==> src/decimal_int32_parse_check_unit_macros.svh <==
// Assertion macros for the decimal token parser.
// Included by modules that carry concurrent checks; no other dependencies.
`ifndef DECIMAL_INT32_PARSE_CHECK_UNIT_MACROS_SVH
`define DECIMAL_INT32_PARSE_CHECK_UNIT_MACROS_SVH
`ifndef SYNTH
`define DIC_ASSERT_IMPLY(label, clk, rst_n, a, b) \
	label: assert property (@(posedge clk) disable iff (!rst_n) (a) |-> (b)) \
		else $error("assertion failed");
`define DIC_ASSERT_NEXT(label, clk, rst_n, a, b) \
	label: assert property (@(posedge clk) disable iff (!rst_n) (a) |=> (b)) \
		else $error("assertion failed");
`else
`define DIC_ASSERT_IMPLY(label, clk, rst_n, a, b)
`define DIC_ASSERT_NEXT(label, clk, rst_n, a, b)
`endif
`endif

==> src/dic_pkg.sv <==
// Shared types and constants for the decimal token parser.
// No dependencies.
package dic_pkg;

	localparam int CH_W  = 8;
	localparam int VAL_W = 32;
	localparam int MAG_W = 32;
	localparam int ACC_W = MAG_W + 4;

	typedef enum logic [1:0] {
		PH_START  = 2'd0,
		PH_SIGN   = 2'd1,
		PH_DIGITS = 2'd2,
		PH_BAD    = 2'd3
	} phase_t;

	localparam logic [CH_W-1:0] CH_END   = 8'h00;
	localparam logic [CH_W-1:0] CH_PLUS  = 8'h2B;
	localparam logic [CH_W-1:0] CH_MINUS = 8'h2D;
	localparam logic [CH_W-1:0] CH_ZERO  = 8'h30;
	localparam logic [CH_W-1:0] CH_NINE  = 8'h39;

	localparam logic [MAG_W-1:0] MAG_MAX   = 32'hFFFF_FFFF;
	localparam logic [MAG_W-1:0] POS_LIMIT = 32'h7FFF_FFFF;
	localparam logic [MAG_W-1:0] NEG_LIMIT = 32'h8000_0000;

endpackage

==> src/dic_if.sv <==
// Request channel interfaces for the decimal token parser.
// Depends on dic_pkg for payload widths.
interface dic_in_if import dic_pkg::*; ();
	logic            valid;
	logic            ready;
	logic [CH_W-1:0] ch;

	modport source (output valid, output ch, input ready);
	modport sink (input valid, input ch, output ready);
endinterface

interface dic_out_if import dic_pkg::*; ();
	logic                    valid;
	logic                    ready;
	logic signed [VAL_W-1:0] value;
	logic                    bad;

	modport source (output valid, output value, output bad, input ready);
	modport sink (input valid, input value, input bad, output ready);
endinterface

==> src/decimal_int32_parse_check_unit.sv <==
// Top level of the decimal token parser: byte stream in, value and bad flag out.
// Depends on dic_pkg, dic_if.sv and decimal_int32_parse_check_unit_macros.svh.
//
// Usage:
//   chars carries one ASCII byte per request. Bytes accumulate into a token;
//   a zero byte ends it and produces one request on results with the signed
//   value and a bad flag (value is zero when bad). Other bytes give nothing.
//   Path: a byte is registered in stage 1 and folded into the token state
//   when it advances out of stage 1; the result for an ending byte is loaded
//   into the result register at that same edge, and results is driven
//   directly from that register.
//   Throughput: one byte per cycle unless an ending byte waits in stage 1. The
//   multiply-by-ten-and-add is combinational: state is ready for the next byte.
//   Stall: a held result blocks only an ending byte in stage 1; digits and
//   signs keep flowing. chars.ready falls once stage 1 holds an ending byte
//   that cannot move into the occupied result register.
//   Reset: arst_n clears the stage 1 and result valid flags and returns the
//   token state to token start.
`include "decimal_int32_parse_check_unit_macros.svh"

module decimal_int32_parse_check_unit import dic_pkg::*; (
	input  logic        clk,
	input  logic        arst_n,
	dic_in_if.sink      chars,
	dic_out_if.source   results
);

	logic            valid_s1;
	logic [CH_W-1:0] ch_s1;

	phase_t          phase_q;
	logic            negative_q;
	logic [MAG_W-1:0] magnitude_q;
	logic            too_large_q;

	logic                    res_valid_q;
	logic signed [VAL_W-1:0] res_value_q;
	logic                    res_bad_q;

	phase_t           phase_d;
	logic             negative_d;
	logic [MAG_W-1:0] magnitude_d;
	logic             too_large_d;

	logic                    is_end;
	logic                    advance;
	logic [ACC_W-1:0]        acc;
	logic [3:0]              digit;
	logic                    r_bad;
	logic signed [VAL_W-1:0] r_value;

	assign is_end  = (ch_s1 == CH_END);
	assign advance = valid_s1 && (!is_end || !res_valid_q || results.ready);
	assign chars.ready = !valid_s1 || advance;

	always_ff @(posedge clk or negedge arst_n) begin
		if (!arst_n) begin
			valid_s1 <= 1'b0;
		end else if (chars.ready) begin
			valid_s1 <= chars.valid;
		end
	end

	always_ff @(posedge clk) begin
		if (chars.ready && chars.valid) begin
			ch_s1 <= chars.ch;
		end
	end

	// token state next value
	always_comb begin
		digit = 4'(ch_s1 - CH_ZERO);
		acc   = ({{(ACC_W-MAG_W){1'b0}}, magnitude_q} << 3)
			+ {{(ACC_W-MAG_W-1){1'b0}}, magnitude_q, 1'b0}
			+ {{(ACC_W-4){1'b0}}, digit};
		phase_d     = phase_q;
		negative_d  = negative_q;
		magnitude_d = magnitude_q;
		too_large_d = too_large_q;
		if (is_end) begin
			phase_d     = PH_START;
			negative_d  = 1'b0;
			magnitude_d = '0;
			too_large_d = 1'b0;
		end else if (phase_q != PH_BAD) begin
			if (ch_s1 >= CH_ZERO && ch_s1 <= CH_NINE) begin
				phase_d = PH_DIGITS;
				if (acc > {{(ACC_W-MAG_W){1'b0}}, MAG_MAX}) begin
					magnitude_d = MAG_MAX;
					too_large_d = 1'b1;
				end else begin
					magnitude_d = acc[MAG_W-1:0];
				end
			end else if ((ch_s1 == CH_PLUS || ch_s1 == CH_MINUS) && phase_q == PH_START) begin
				phase_d    = PH_SIGN;
				negative_d = (ch_s1 == CH_MINUS);
			end else begin
				phase_d = PH_BAD;
			end
		end
	end

	// result for an ending byte
	always_comb begin
		r_bad = (phase_q != PH_DIGITS) || too_large_q
			|| (magnitude_q > (negative_q ? NEG_LIMIT : POS_LIMIT));
		if (r_bad) begin
			r_value = '0;
		end else if (negative_q) begin
			r_value = -$signed(magnitude_q);
		end else begin
			r_value = $signed(magnitude_q);
		end
	end

	always_ff @(posedge clk or negedge arst_n) begin
		if (!arst_n) begin
			phase_q     <= PH_START;
			negative_q  <= 1'b0;
			magnitude_q <= '0;
			too_large_q <= 1'b0;
		end else if (advance) begin
			phase_q     <= phase_d;
			negative_q  <= negative_d;
			magnitude_q <= magnitude_d;
			too_large_q <= too_large_d;
		end
	end

	always_ff @(posedge clk or negedge arst_n) begin
		if (!arst_n) begin
			res_valid_q <= 1'b0;
		end else if (advance && is_end) begin
			res_valid_q <= 1'b1;
		end else if (results.ready) begin
			res_valid_q <= 1'b0;
		end
	end

	always_ff @(posedge clk) begin
		if (advance && is_end) begin
			res_value_q <= r_value;
			res_bad_q   <= r_bad;
		end
	end

	assign results.valid = res_valid_q;
	assign results.value = res_value_q;
	assign results.bad   = res_bad_q;

	`DIC_ASSERT_IMPLY(a_bad_zero, clk, arst_n, res_valid_q && res_bad_q, res_value_q == '0)
	`DIC_ASSERT_NEXT(a_end_clears, clk, arst_n, advance && is_end, phase_q == PH_START && magnitude_q == '0)
	`DIC_ASSERT_NEXT(a_end_held, clk, arst_n, valid_s1 && is_end && res_valid_q && !results.ready, valid_s1 && is_end)
	`DIC_ASSERT_IMPLY(a_sat_flag, clk, arst_n, too_large_q, magnitude_q == MAG_MAX)

endmodule

==> src/flat_wrapper.sv <==
// flat-port wrapper written by rule: the top's interface ports become plain ports
module decimal_int32_parse_check_unit_flat import dic_pkg::*;
  (clk, arst_n, chars_valid, chars_ch, chars_ready, results_valid, results_value, results_bad, results_ready);
  dic_in_if chars_i ();
  dic_out_if results_i ();
  input  logic clk;
  input  logic arst_n;
  input wire logic [$bits(chars_i.valid)-1:0] chars_valid;
  input wire logic [$bits(chars_i.ch)-1:0] chars_ch;
  output wire logic [$bits(chars_i.ready)-1:0] chars_ready;
  output wire logic [$bits(results_i.valid)-1:0] results_valid;
  output wire logic [$bits(results_i.value)-1:0] results_value;
  output wire logic [$bits(results_i.bad)-1:0] results_bad;
  input wire logic [$bits(results_i.ready)-1:0] results_ready;
  assign chars_i.valid = chars_valid;
  assign chars_i.ch = chars_ch;
  assign chars_ready = chars_i.ready;
  assign results_valid = results_i.valid;
  assign results_value = results_i.value;
  assign results_bad = results_i.bad;
  assign results_i.ready = results_ready;
  decimal_int32_parse_check_unit u_core (.clk(clk), .arst_n(arst_n), .chars(chars_i), .results(results_i));
endmodule
==> config.mk <==
export PLATFORM = sky130hd
export DESIGN_NAME = decimal_int32_parse_check_unit_flat
export DESIGN_NICKNAME = d
export VERILOG_FILES = /design/src/dic_pkg.sv /design/src/dic_if.sv /design/src/decimal_int32_parse_check_unit.sv /design/src/flat_wrapper.sv
export VERILOG_INCLUDE_DIRS = /design/src /design/src/src
export SDC_FILE = /design/constraint.sdc
export NUM_CORES = 1
export LEC_CHECK = 0
export BUFFER_PORTS_ARGS = -buffer_cell sky130_fd_sc_hd__buf_4
export CORE_ASPECT_RATIO = 0.9
export CORE_MARGIN = 8
export CORE_UTILIZATION = 50
export DETAILED_ROUTE_END_ITERATION = 10
export MAX_ROUTING_LAYER = met4
export PLACE_DENSITY = 0.78
export SLEW_MARGIN = 15
export SYNTH_ARGS = -nofsm -noshare
export SYNTH_HDL_FRONTEND = slang
export SYNTH_SLANG_ARGS = --single-unit
==> constraint.sdc <==
create_clock -name clk -period 3.6 [get_ports clk]
set_input_delay 0.9 -clock clk [delete_from_list [all_inputs] [get_ports clk]]
set_output_delay 0.9 -clock clk [all_outputs]
set_load 0.01 [all_outputs]
=== Word-level counts from Yosys, hierarchy flattened ===
Cells that the tools add are included.

* Input port bits: 12
* Output and inout port bits: 35
* Flip-flop bits (word level): 79
* Word-level logic and storage cells: 67

* Equality and inequality tests: 5
* $add $sub $neg: 4
* Mux-type cells: 20
* Reductions and logical operators: 25
* Magnitude comparators: 4

{| class="wikitable"
|+ Operators by type and width
! operator !! count
|-
| $mux W32 || 6
|-
| $add A35 B33 Y36 || 1
|-
| $add A36 B4 Y36 || 1
|-
| $gt A36 B32 Y1 const B || 1
|-
| $gt A32 B32 Y1 || 1
|-
| $neg A32 Y32 || 1
|-
| $eq A8 B6 Y1 const B || 2
|-
| $mux W1 || 10
|-
| $reduce_bool A2 Y1 || 5
|-
| $ge A8 B6 Y1 const B || 1
|-
| $le A8 B6 Y1 const B || 1
|-
| $logic_not A8 Y1 || 1
|-
| $mux W2 || 4
|-
| $reduce_and A4 Y1 || 2
|-
| $logic_or A1 B1 Y1 || 6
|-
| $logic_and A1 B1 Y1 || 5
|-
| $ne A2 B2 Y1 const B || 2
|-
| $sub A4 B1 Y4 const B || 1
|-
| $logic_not A1 Y1 || 3
|-
| $reduce_and A3 Y1 || 1
|-
| $logic_not A2 Y1 || 1
|-
| $ne A2 B1 Y1 const B || 1
|-
| $reduce_and A2 Y1 || 1
|}

=== Longest topological paths before layout ===
Gate-level depths: netlist of the first run.

* Depth after elaboration: 7
* Gate-level depth with buffers: 12
* Mapped depth without buffers: 11

=== Worst setup path before layout of the first run ===
Ideal clock, no wire load.

* Path kind: reg-to-reg
* From: register u_core.magnitude_q[2]
* To: register u_core.magnitude_q[12]
* Stages on the path, launching flop included: 12
* Arrival: 3.237 ns
* Setup time: 0.141 ns
* Path slack: 0.222 ns
* Path through: dfrtp_1 > fa_1 > fa_1 > a21o_1 > a221oi_1 > nor2_1 > o211a_1 > o211ai_1 > o211ai_1 > nor3_2 > buf_2 > a31oi_1

* Word-level cells in the longest chain between the ends: 7

{| class="wikitable"
|+ RTL lines
! element !! RTL line !! RTL
|-
| from (decl) || decimal_int32_parse_check_unit.sv:33 || <nowiki>logic [MAG_W-1:0] magnitude_q;</nowiki>
|-
| from (signal assigned) || decimal_int32_parse_check_unit.sv:125 || <nowiki>magnitude_q <= magnitude_d;</nowiki>
|-
| $add A35 B33 Y36 (*) || decimal_int32_parse_check_unit.sv:74 || <nowiki>+ {{(ACC_W-MAG_W-1){1'b0}}, magnitude_q, 1'b0}</nowiki>
|-
| $add A36 B4 Y36 (*) || decimal_int32_parse_check_unit.sv:75 || <nowiki>+ {{(ACC_W-4){1'b0}}, digit};</nowiki>
|-
| $gt A36 B32 Y1 || decimal_int32_parse_check_unit.sv:88 || <nowiki>if (acc > {{(ACC_W-MAG_W){1'b0}}, MAG_MAX}) begin</nowiki>
|-
| $mux W32 (*) || decimal_int32_parse_check_unit.sv:88 ||
|-
| $mux W32 (*) || decimal_int32_parse_check_unit.sv:86 || <nowiki>if (ch_s1 >= CH_ZERO && ch_s1 <= CH_NINE) begin</nowiki>
|-
| $mux W32 (*) || decimal_int32_parse_check_unit.sv:85 || <nowiki>end else if (phase_q != PH_BAD) begin</nowiki>
|-
| $mux W32 (*) || decimal_int32_parse_check_unit.sv:80 || <nowiki>if (is_end) begin</nowiki>
|}

Mark *: on every way between the ends. The rest lies on a longest branch, timed or not. The select of a mux whose other input is x is not followed.
A chain may end at the register's enable or synchronous reset.

=== Final worst setup path of the first run ===
* From: register u_core.magnitude_q[26]
* To: register u_core.magnitude_q[11]

* Word-level cells in the longest chain between the ends: 7

{| class="wikitable"
|+ RTL lines
! element !! RTL line
|-
| $add A35 B33 Y36 || decimal_int32_parse_check_unit.sv:74
|-
| $add A36 B4 Y36 || decimal_int32_parse_check_unit.sv:75
|-
| $gt A36 B32 Y1 || decimal_int32_parse_check_unit.sv:88
|-
| $mux W32 || decimal_int32_parse_check_unit.sv:88
|-
| $mux W32 || decimal_int32_parse_check_unit.sv:86
|-
| $mux W32 || decimal_int32_parse_check_unit.sv:85
|-
| $mux W32 || decimal_int32_parse_check_unit.sv:80
|}

No other way between the ends. The select of a mux whose other input is x is not followed.

==> impl_results.md, run 1 <==
* Status: completed
* Layout Skew at 0.00982 ns
* Most frequent CP cell: o211ai_1
* Via count at 6025
* Hold Buf Count CTS at 0
* GP Congestion at 0.892
* Top-count cell post-synth: ha_1
* Top_reg_cell synth: edfxtp_1
* Final #Nets at 897
* Avg Cell Area, Syn at 9.33 um^2
* Critical path class: reg -> reg
* Crit end category: flip-flop
* Die X at 138 um
* Placed insts at 940
* Worst-Skew Late Latency at 0.34 ns
* FILL cells at 1079
* Final Instance Count excl. Fillers at 960
* Worst path arrival time at 3.66 ns
* IO Pins at 47
* # rows at 40
* Hold/Removal Path Class: reg -> reg
* Critical Path RT at 3.78 ns
* Wire per inst at 18.7 um
* Routed wl met2 at 8.27 mm
* Post-DP HPWL at 13.3 mm
* Register area share after synthesis at 0.328
* Die Y at 125 um
* Total CTS buffers at 9
* DRT met1 WL at 7.98 mm
* Router iterations before antenna repair at 6
* Final period util at 0.967
* Crit path buf inv count at 2
* Initial core utilization at 0.505
* Netlist cell types at 54
* Slowest cell on crit path: or4_1
* Share of layout cells above drive strength 1 at 0.178
* Worst slew pin tran at 1.02 ns
* CP max stage delay at 0.51 ns
* #FFs+latches synth at 79
* Endpoints failing hold at 0
* CORE AREA at 13200 um^2
* Commonest cells post-synth: 96 x ha_1, 70 x o21ai_0, 48 x nand2_1, 45 x a21oi_1, 45 x nor3_1
* Setup crit start kind: flip-flop
* Longest Clk Path Bufs at 2
* Max Clock Freq at 0.287 GHz
* Setup-failing EPs final at 0
* # DRC at 0
* Post-synth top area cell: edfxtp_1
* Vias per Instance at 6.28
* Top post-synthesis cells by area: edfxtp_1 19%, ha_1 18%, dfrtp_1 14%
* TritonCTS clock tree: done
* Antenna Nets Post-Route at 0
* Clk slew on worst S/H paths at 0.06 ns
* Sink Count at 79
* I/O Buffers at 46
* CP delay by family, top: compound AO/OA/AOI/OAI gates
* Max cap viols at 0
* First-pass GRT wire length at 28.0 mm
* WL met3 at 1.29 mm
* Top cell type's share of synthesized area at 0.185
* Area growth syn-to-layout at 18.8%
* Congestion Overflow GR at 0
* Total Wirelength at 18.0 mm
* Post-Syn Area at 6650 um^2
* Post-layout minimum cycle time at 3.48 ns
* Initial drt markers at 504
* Vias in the first global route at 5640
* Clock Tree Root: clkbuf_16
* Pins Over Slew Limit at 0
* Cells after Synth at 713
* Worst-path cell chain: ha_1 > ha_2 > and2_1 > a21o_1 > a221o_1 > or4_1 > o211ai_1 > o211ai_1 > nor3_4 > buf_4 > buf_12 > a31oi_1
* Post-Syn Nets at 823
* Relative slew slack at 0.319
* Full die area at 17200 um^2
* Worst-path fanout max at 17
* H-tree levels at 3
* GRT Total Usage at 0.204
* DR top layer: met4
* Synth async-reset ratio at 0.481
* Post-synth EDFFs at 41
* Largest net degree at the start of global routing at 59
* Initial antenna violation count at 0
* Warnings from Yosys at 0
* Number of diodes at 0
==> cell usage in the layout (no fill, tap or decap), types with 10 or more instances in the layout <==
cell type	count
edfxtp_1	41
o21ai_0	69
xor2_1	34
clkbuf_16	10
a31oi_1	29
nor3_1	44
inv_1	10
buf_4	91
a21o_1	33
xnor2_1	22
nand2_1	48
ha_1	92
dfrtp_1	32
nor2_1	29
nand4_1	19
a21oi_1	41
==> layout make-up <==
| class | count | area (um^2) | area share |
|---|---|---|---|
| Clock buffer | 12 | 236 | 0.0299 |
| Inverter | 10 | 37.5 | 0.00475 |
| Multi-Input combinational cell | 593 | 4390 | 0.556 |
| Sequential cell | 79 | 2190 | 0.277 |
| Timing Repair Buffer | 94 | 739 | 0.0936 |
| Tap cell | 168 | 210 | 0.0266 |
| Clock inverter | 4 | 95.1 | 0.0120 |
==> cells by family (layout without fill, tap and decap cells) <==
kind of cell             Yosys count  in the layout  share of synthesized area
buffers and inverters             41            120                     0.0237
multiplexers                       3              3                    0.00452
XOR/XNOR                          56             56                     0.0738
AO/OA/AOI/OAI                    236            236                      0.227
AND/OR/NAND/NOR                  200            200                      0.157
adder cells (fa/ha/maj)           98             98                      0.187
flip-flops                        79             79                      0.328
==> per-stage QoR <==
stage                     utilization  instance area (um^2)  hold WS, ns  TNS (ns)  worst slack (ns)
after floorplan                     -                  6650        0.451         0             0.222
after global placement          0.565                  7440        0.489         0             0.128
after CTS                       0.591                  7770        0.513         0            0.0579
final                           0.600                  7900        0.506         0             0.119
after detailed placement        0.565                  7440        0.499         0            0.0759
after global routing            0.600                  7900        0.559    -0.904           -0.0465
==> layer usage <==
metal	global-route usage	up-vias
li1	-	2889
met4	0.0683	0
met5	-	-
met2	0.317	248
met1	0.260	2841
met3	0.0392	47
==> flip-flops by register name (all words and copies together) (netlist names) <==
register,cells
u_core.results.valid,1
u_core.results.bad,1
u_core.valid_s1,1
u_core.ch_s1,8
u_core.results.value,32
u_core.negative_q,1
u_core.phase_q,2
u_core.magnitude_q,32
u_core.too_large_q,1
==> path summary, 6_finish.rpt <==
path                                                    startpoint                            endpoint  slack [ns]  depth (start not counted)
worst max-delay path            u_core.magnitude_q[26]$_DFFE_PN0P_  u_core.magnitude_q[11]$_DFFE_PN0P_        0.12                         12
worst min-delay path                u_core.too_large_q$_DFFE_PN0P_      u_core.too_large_q$_DFFE_PN0P_        0.51                          2
worst max register to register  u_core.magnitude_q[26]$_DFFE_PN0P_  u_core.magnitude_q[11]$_DFFE_PN0P_        0.12                         12
worst min register to register      u_core.too_large_q$_DFFE_PN0P_      u_core.too_large_q$_DFFE_PN0P_        0.51                          2
max in group asynchronous                                   arst_n  u_core.magnitude_q[18]$_DFFE_PN0P_        2.69                          1
min in group asynchronous                                   arst_n  u_core.magnitude_q[11]$_DFFE_PN0P_        0.53                          1
==> worst register-to-register path, cell delays in order, from the launching register on <==
cell	delay (ns)
dfrtp_1	0.43
ha_1	0.33
ha_2	0.34
and2_1	0.18
a21o_1	0.18
a221o_1	0.35
or4_1	0.51
o211ai_1	0.19
o211ai_1	0.16
nor3_4	0.23
buf_4	0.16
buf_12	0.15
a31oi_1	0.11
==> timing repair <==
item	CTS	global route
resized for setup	0	21
buffers inserted	0	2
endpoints found under the setup margin	0	33
Power of run 1 is left out: the tool's default activity adds up to more than one toggle a clock period on the data nets, which glitch-free logic cannot reach.
==> inputs of run 2 (changes only) <==
Settings changed: PLACE_DENSITY 0.78 to 0.75, REMOVE_ABC_BUFFERS set to 1, SETUP_SLACK_MARGIN set to 0.3.
Clock period 3.6 ns to 4.36 ns, I/O delays scaled along.
==> run 2 against run 1 <==
Effect of this change: first-iteration DRC count up 12%; global-route usage up 0.41 points; count of clock-buffer cells in the layout down 2; critical path depth unchanged; fmax down 8.8%; hold slack worse by 0.018 ns; flip-flop and latch count unchanged; cell count down 3.5%; critical path type unchanged.
==> impl_results.md, run 2 (synthesis gave the netlist of run 1 again) <==
* Worst R2R Path Depth at 12 (unchanged)
* Number of diodes at 0 (unchanged)
* Final #Nets at 863 (was 897)
* Die X at 138 um (unchanged)
* Fin util at 0.569 (was 0.600)
* HP Start: u_core.too_large_q$_DFFE_PN0P_ (unchanged)
* CP delay by family, top: adder cells (was compound AO/OA/AOI/OAI gates)
* Most frequent CP cell: fa_1 (was o211ai_1)
* Area growth syn-to-layout at 12.7% (was 18.8%)
* Full die area at 17200 um^2 (unchanged)
* Longest Clk Path Bufs at 2 (unchanged)
* Relative slew slack at 0.390 (was 0.319)
* Hold WS at 0.488 ns (was 0.506 ns)
* I/O Buffers at 46 (unchanged)
* Critical path class: reg -> reg (unchanged)
* Initial core utilization at 0.505 (unchanged)
* Final Instance Count excl. Fillers at 926 (was 960)
* Vias per Instance at 6.22 (was 6.28)
* FILL cells at 1153 (was 1079)
* Crit end category: flip-flop (unchanged)
* Hold Buf Count CTS at 0 (unchanged)
* FF-to-FF End: u_core.magnitude_q[26]$_DFFE_PN0P_ (was u_core.magnitude_q[11]$_DFFE_PN0P_)
* Antenna Nets Post-Route at 0 (unchanged)
* Max Clock Freq at 0.262 GHz (was 0.287 GHz)
* Router iterations before antenna repair at 5 (was 6)
* Pre-CTS WS at 0.439 ns (was 0.0759 ns)
* P_leak at 3.29 nW
* Most frequent cells in the layout: 96 x ha_1, 70 x o21ai_0, 59 x buf_4 (was 92 x ha_1, 91 x buf_4, 69 x o21ai_0)
* GRT Total Usage at 0.208 (was 0.204)
* Worst-Skew Late Latency at 0.35 ns (was 0.34 ns)
* Post-layout minimum cycle time at 3.82 ns (was 3.48 ns)
* CORE AREA at 13200 um^2 (unchanged)
* Worst slew pin tran at 0.912 ns (was 1.02 ns)
* Congestion Overflow GR at 0 (unchanged)
* Unrepaired setup endpoints after global routing: false
* Peak supply drop at 0.000471 V
* Setup crit start kind: flip-flop (unchanged)
* Setup TNS at 0 ns (unchanged)
* # rows at 40 (unchanged)
* Post-DP HPWL at 13.0 mm (was 13.3 mm)
* Total Wirelength at 17.0 mm (was 18.0 mm)
* Share of layout cells above drive strength 1 at 0.120 (was 0.178)
* Sink Count at 79 (unchanged)
* Worst reg2reg startpoint: u_core.magnitude_q[2]$_DFFE_PN0P_ (was u_core.magnitude_q[26]$_DFFE_PN0P_)
* Clk slew on worst S/H paths at 0.06 ns (about the same)
* Endpoints failing hold at 0 (unchanged)
* Worst path arrival time at 4.08 ns (was 3.66 ns)
* GP Congestion at 0.929 (was 0.892)
* Layout Skew at 0.0115 ns (was 0.00982 ns)
* Setup ws final at 0.542 ns (was 0.119 ns)
* First-pass GRT wire length at 28.1 mm (was 28.0 mm)
* H-tree levels at 3 (unchanged)
* Placed insts at 910 (was 940)
* Largest net degree at the start of global routing at 59 (unchanged)
* Pins Over Slew Limit at 0 (unchanged)
* Slowest cell on crit path: dfrtp_1 (was or4_1)
* Hold endpoint: u_core.too_large_q$_DFFE_PN0P_ (unchanged)
* Initial antenna violation count at 0 (unchanged)
* Total CTS buffers at 9 (unchanged)
* Hold/Removal Path Class: reg -> reg (unchanged)
* # DRC at 0 (unchanged)
* Via count at 5764 (was 6025)
* Reg2reg setup slack at 0.54 ns (was 0.12 ns)
* Wire per inst at 18.4 um (was 18.7 um)
* CP max stage delay at 0.56 ns (was 0.51 ns)
* Die Y at 125 um (unchanged)
* Clock Tree Root: clkbuf_16 (unchanged)
* Status: completed (unchanged)
* Pwr dens at 862 nW/um^2
* Worst-path cell chain: fa_1 > fa_1 > a21o_1 > a221oi_1 > buf_4 > or3_1 > a211oi_2 > o21ba_2 > nor3_1 > nor3_4 > buf_12 > a31oi_1 (was ha_1 > ha_2 > and2_1 > a21o_1 > a221o_1 > or4_1 > o211ai_1 > o211ai_1 > nor3_4 > buf_4 > buf_12 > a31oi_1)
* Vias in the first global route at 5627 (was 5640)
* Final period util at 0.876 (was 0.967)
* TritonCTS clock tree: done (unchanged)
* Critical Path RT at 4.62 ns (was 3.78 ns)
* Crit path buf inv count at 2 (unchanged)
* Worst-path fanout max at 22 (was 17)
* Max cap viols at 0 (unchanged)
* IO Pins at 47 (unchanged)
* Commonest non-fill, non-tap cell in the layout: ha_1 (unchanged)
* Setup-failing EPs final at 0 (unchanged)
* Initial drt markers at 566 (was 504)
* Hold Path Depth at 2 (unchanged)
[run 2: cell types whose count changed in the layout (fill, tap and decap cells not counted), sizes merged]
cell,delta
buf,-33
bufinv,-3
inv,+3
clkbuf,-3
clkinv,+1
clkinvlp,+1
[run 2: worst register-to-register path, cell delays in order, from the launching register on]
cell,delay [ns]
dfrtp_1,0.56
fa_1,0.54
fa_1,0.49
a21o_1,0.22
a221oi_1,0.24
buf_4,0.18
or3_1,0.22
a211oi_2,0.13
o21ba_2,0.24
nor3_1,0.41
nor3_4,0.13
buf_12,0.19
a31oi_1,0.19
[run 2: repair_timing]
action,4_1_cts,5_1_grt
buffers inserted,0,0
endpoints found under the setup margin,0,31
gates resized for setup,0,2
[run 2: stage by stage]
stage | total power [mW] | area, um^2
after detailed placement | 5.64 | 7210
after global routing | 7.01 | 7490
after CTS | 6.37 | 7480
after global placement | 5.55 | 7210
after floorplan | 4.41 | 6530
final | 6.46 | 7490
[run 2: cell type report]
type | count | area [um^2] | share of cell area
clock buffers | 10 | 229 | 0.0306
clock inverters | 6 | 42.5 | 0.00568
inverters | 10 | 37.5 | 0.00501
multi-input cells | 593 | 4330 | 0.578
flip-flops and latches | 79 | 2180 | 0.291
well taps | 168 | 210 | 0.0281
repair buffers | 60 | 463 | 0.0618
[run 2: how the worst max path moves through the flow]
| stage | from | end | slack [ns] | cells after the start |
|---|---|---|---|---|
| after floorplan | u_core.negative_q$_DFFE_PN0P_ | u_core.results.value[10]$_SDFFCE_PP0P_ | 0.05 | 7 |
| after global placement | u_core.magnitude_q[2]$_DFFE_PN0P_ | u_core.magnitude_q[29]$_DFFE_PN0P_ | 0.55 | 12 |
| after detailed placement | u_core.magnitude_q[2]$_DFFE_PN0P_ | u_core.magnitude_q[26]$_DFFE_PN0P_ | 0.44 | 12 |
| after CTS | u_core.magnitude_q[2]$_DFFE_PN0P_ | u_core.magnitude_q[26]$_DFFE_PN0P_ | 0.41 | 12 |
| after global routing | u_core.magnitude_q[2]$_DFFE_PN0P_ | u_core.magnitude_q[26]$_DFFE_PN0P_ | 0.33 | 12 |
| final | u_core.magnitude_q[2]$_DFFE_PN0P_ | u_core.magnitude_q[26]$_DFFE_PN0P_ | 0.54 | 12 |
[run 2: layer usage]
layer	vias up	routed length, um	GRT usage	part of all wire
li1	2827	-	-	-
met1	2740	7950	0.276	0.47
met2	174	7770	0.315	0.46
met3	23	933	0.0296	0.055
met4	0	374	0.0754	0.022
met5	-	0	-	0
[run 2: power by group]
| group | switching [mW] | total, mW | internal [mW] | leakage, nW |
|---|---|---|---|---|
| Combinational | 2.63 | 4.39 | 1.76 | 2.31 |
| Sequential | 0.403 | 1.36 | 0.953 | 0.843 |
| Clock | 0.327 | 0.717 | 0.389 | 0.131 |
| Total | 3.36 | 6.46 | 3.10 | 3.29 |
(Power assumes the default switching activity.)
==> inputs of run 3 (changes only) <==
Settings changed: CORE_ASPECT_RATIO 0.9 to 0.7.
==> run 3 against run 2 <==
Effect of this change: sequential share of layout area is 0.058 points lower; flip-flop and latch count stayed put; sequential power hardly changed; clock skew is 0.0058 ns lower; clock power is 15% higher; cell count is 0.43% lower; hold slack better by 0.0079 ns; largest cell class unchanged; highest routed layer unchanged.
==> impl_results.md, run 3 (synthesis gave the netlist of run 1 again) <==
* Placed insts at 906 (was 910)
* Post-layout minimum cycle time at 3.72 ns (was 3.82 ns)
* Setup ws final at 0.645 ns (was 0.542 ns)
* Congestion Overflow GR at 0 (unchanged)
* Reg2reg setup slack at 0.64 ns (was 0.54 ns)
* Grt met1 use at 0.286 (was 0.276)
* Initial core utilization at 0.508 (was 0.505)
* Design Area, Final at 7510 um^2 (was 7490 um^2)
* FILL cells at 1104 (was 1153)
* Pins Over Slew Limit at 0 (unchanged)
* Worst-path fanout max at 21 (was 22)
* Logic pwr share at 0.664 (was 0.679)
* # DRC at 0 (unchanged)
* First-pass GRT wire length at 28.8 mm (was 28.1 mm)
* Largest net degree at the start of global routing at 59 (unchanged)
* Setup crit start kind: flip-flop (unchanged)
* CORE AREA at 13100 um^2 (was 13200 um^2)
* Status: completed (unchanged)
* Unrepaired setup endpoints after global routing: false (unchanged)
* GP Congestion at 0.913 (was 0.929)
* Total CTS buffers at 9 (unchanged)
* Longest Clk Path Bufs at 2 (unchanged)
* Pre-CTS WS at 0.504 ns (was 0.439 ns)
* Worst slew pin tran at 1.06 ns (was 0.912 ns)
* Setup-failing EPs final at 0 (unchanged)
* Hold endpoint: u_core.too_large_q$_DFFE_PN0P_ (unchanged)
* P_leak at 3.28 nW (was 3.29 nW)
* H-tree levels at 3 (unchanged)
* Vias per Instance at 6.26 (was 6.22)
* Worst R2R Path Depth at 11 (was 12)
* Hold Path Depth at 2 (unchanged)
* Max cap viols at 0 (unchanged)
* Via count at 5776 (was 5764)
* Sink Count at 79 (unchanged)
* Die X at 154 um (was 138 um)
* Router iterations before antenna repair at 5 (unchanged)
* Crit end category: flip-flop (unchanged)
* TritonCTS clock tree: done (unchanged)
* Placement-stage cell area at 7180 um^2 (was 7210 um^2)
* Critical Path RT at 4.54 ns (was 4.62 ns)
* Final period util at 0.852 (was 0.876)
* Relative slew slack at 0.288 (was 0.390)
* Worst-Skew Late Latency at 0.34 ns (was 0.35 ns)
* Sequential share of power at 0.209 (was 0.210)
* Antenna Nets Post-Route at 0 (unchanged)
* # rows at 35 (was 40)
* Full die area at 17300 um^2 (was 17200 um^2)
* Number of diodes at 0 (unchanged)
* Setup TNS at 0 ns (unchanged)
* Most frequent cells in the layout: 96 x ha_1, 70 x o21ai_0, 58 x buf_4 (was 96 x ha_1, 70 x o21ai_0, 59 x buf_4)
* Sw Pwr at 3.36 mW (about the same)
* Initial antenna violation count at 0 (unchanged)
* Setup Buffers After CTS at 0 (unchanged)
* FF-to-FF End: u_core.magnitude_q[4]$_DFFE_PN0P_ (was u_core.magnitude_q[26]$_DFFE_PN0P_)
* Sw Share at 0.516 (was 0.520)
* Die Y at 112 um (was 125 um)
* I/O Buffers at 46 (unchanged)
* GRT Total Usage at 0.206 (was 0.208)
* Initial drt markers at 462 (was 566)
* Final Instance Count excl. Fillers at 922 (was 926)
* Clock Tree Root: clkbuf_16 (unchanged)
* Area growth syn-to-layout at 12.9% (was 12.7%)
* Final #Nets at 861 (was 863)
* HP Start: u_core.too_large_q$_DFFE_PN0P_ (unchanged)
* Total Wirelength at 17.1 mm (was 17.0 mm)
* Max Clock Freq at 0.269 GHz (was 0.262 GHz)
* Critical path class: reg -> reg (unchanged)
* Vias in the first global route at 5598 (was 5627)
* Commonest non-fill, non-tap cell in the layout: ha_1 (unchanged)
* Wire per inst at 18.5 um (was 18.4 um)
* Met2 Track Usage GR at 0.291 (was 0.315)
* Share of layout cells above drive strength 1 at 0.119 (was 0.120)
* Layout Skew at 0.00571 ns (was 0.0115 ns)
* Worst path arrival time at 3.90 ns (was 4.08 ns)
* Hold/Removal Path Class: reg -> reg (unchanged)
* GRT busiest layer: met2 (unchanged)
* Post-DP HPWL at 12.8 mm (was 13.0 mm)
* Clk slew on worst S/H paths at 0.06 ns (about the same)
* Internal Power at 3.16 mW (was 3.10 mW)
* Met3 GRT Util at 0.0522 (was 0.0296)
* Peak supply drop at 0.000449 V (was 0.000471 V)
* Worst reg2reg startpoint: u_core.magnitude_q[2]$_DFFE_PN0P_ (unchanged)
* Total power at 6.52 mW (was 6.46 mW)
* IO Pins at 47 (unchanged)
* Endpoints failing hold at 0 (unchanged)
* Pwr dens at 869 nW/um^2 (was 862 nW/um^2)
* Power share of the clock group at 0.126 (was 0.111)
-- run 3: cell count changes in the layout (fill, tap and decap cells not counted), sizes merged --
cell / previous run / this run
buf: 60 / 58
clkinvlp: 1 / 2
bufinv: 0 / 2
inv: 13 / 10
-- run 3: layout make-up --
class                      instances  area, um^2  share of cell area
clock buffer                      10         229              0.0305
sequential                        79        2180               0.291
timing repair buffer              58         435              0.0580
tap                              166         208              0.0277
clock inverter                     6        92.6              0.0123
multi-input combinational        593        4320               0.576
inverter                          10        37.5             0.00500
-- run 3: how the worst max path moves through the flow --
stage | end | cells past startpoint | startpoint
detailed placement | u_core.magnitude_q[4]$_DFFE_PN0P_ | 11 | u_core.magnitude_q[2]$_DFFE_PN0P_
global route | u_core.magnitude_q[4]$_DFFE_PN0P_ | 11 | u_core.magnitude_q[2]$_DFFE_PN0P_
global placement | u_core.magnitude_q[18]$_DFFE_PN0P_ | 11 | u_core.magnitude_q[2]$_DFFE_PN0P_
floorplan | u_core.results.value[10]$_SDFFCE_PP0P_ | 7 | u_core.negative_q$_DFFE_PN0P_
finish | u_core.magnitude_q[4]$_DFFE_PN0P_ | 11 | u_core.magnitude_q[2]$_DFFE_PN0P_
CTS | u_core.magnitude_q[4]$_DFFE_PN0P_ | 11 | u_core.magnitude_q[2]$_DFFE_PN0P_
-- run 3: routing by layer --
| metal | vias up | share of wire |
|---|---|---|
| met5 | - | 0 |
| met4 | 0 | 0.014 |
| met2 | 174 | 0.43 |
| met3 | 21 | 0.067 |
| met1 | 2764 | 0.49 |
| li1 | 2817 | - |
-- run 3: power groups by stage --
stage | Combinational, mW | Clock, mW | Sequential, mW
after CTS | 4.25 | 0.840 | 1.34
after detailed placement | 4.21 | 0 | 1.36
after global routing | 4.85 | 0.865 | 1.39
after floorplan | 3.19 | 0 | 1.22
after global placement | 4.09 | 0 | 1.34
final | 4.33 | 0.824 | 1.36
-- run 3: worst max-delay path, cell delays in order (launching register included) --
cell	delay (ns)
dfrtp_1	0.57
fa_1	0.54
fa_1	0.47
a21o_1	0.22
a221oi_2	0.39
nor2_1	0.16
o211a_1	0.23
o211ai_1	0.19
o211ai_1	0.13
nor3_2	0.19
buf_4	0.30
a31oi_1	0.15
-- run 3: what timing repair did --
action / 4_1_cts / 5_1_grt
endpoints found under the setup margin: 0 / 23
resized for setup: 0 / 1
hold buffers: 0 / 0
endpoints found under the hold margin: 0 / 0
-- run 3: per-stage QoR --
stage               utilization  hold WS [ns]
floorplan                     -         0.451
finish                    0.573         0.496
CTS                       0.573         0.495
detailed placement        0.548         0.481
global placement          0.548         0.487
global route              0.573         0.538
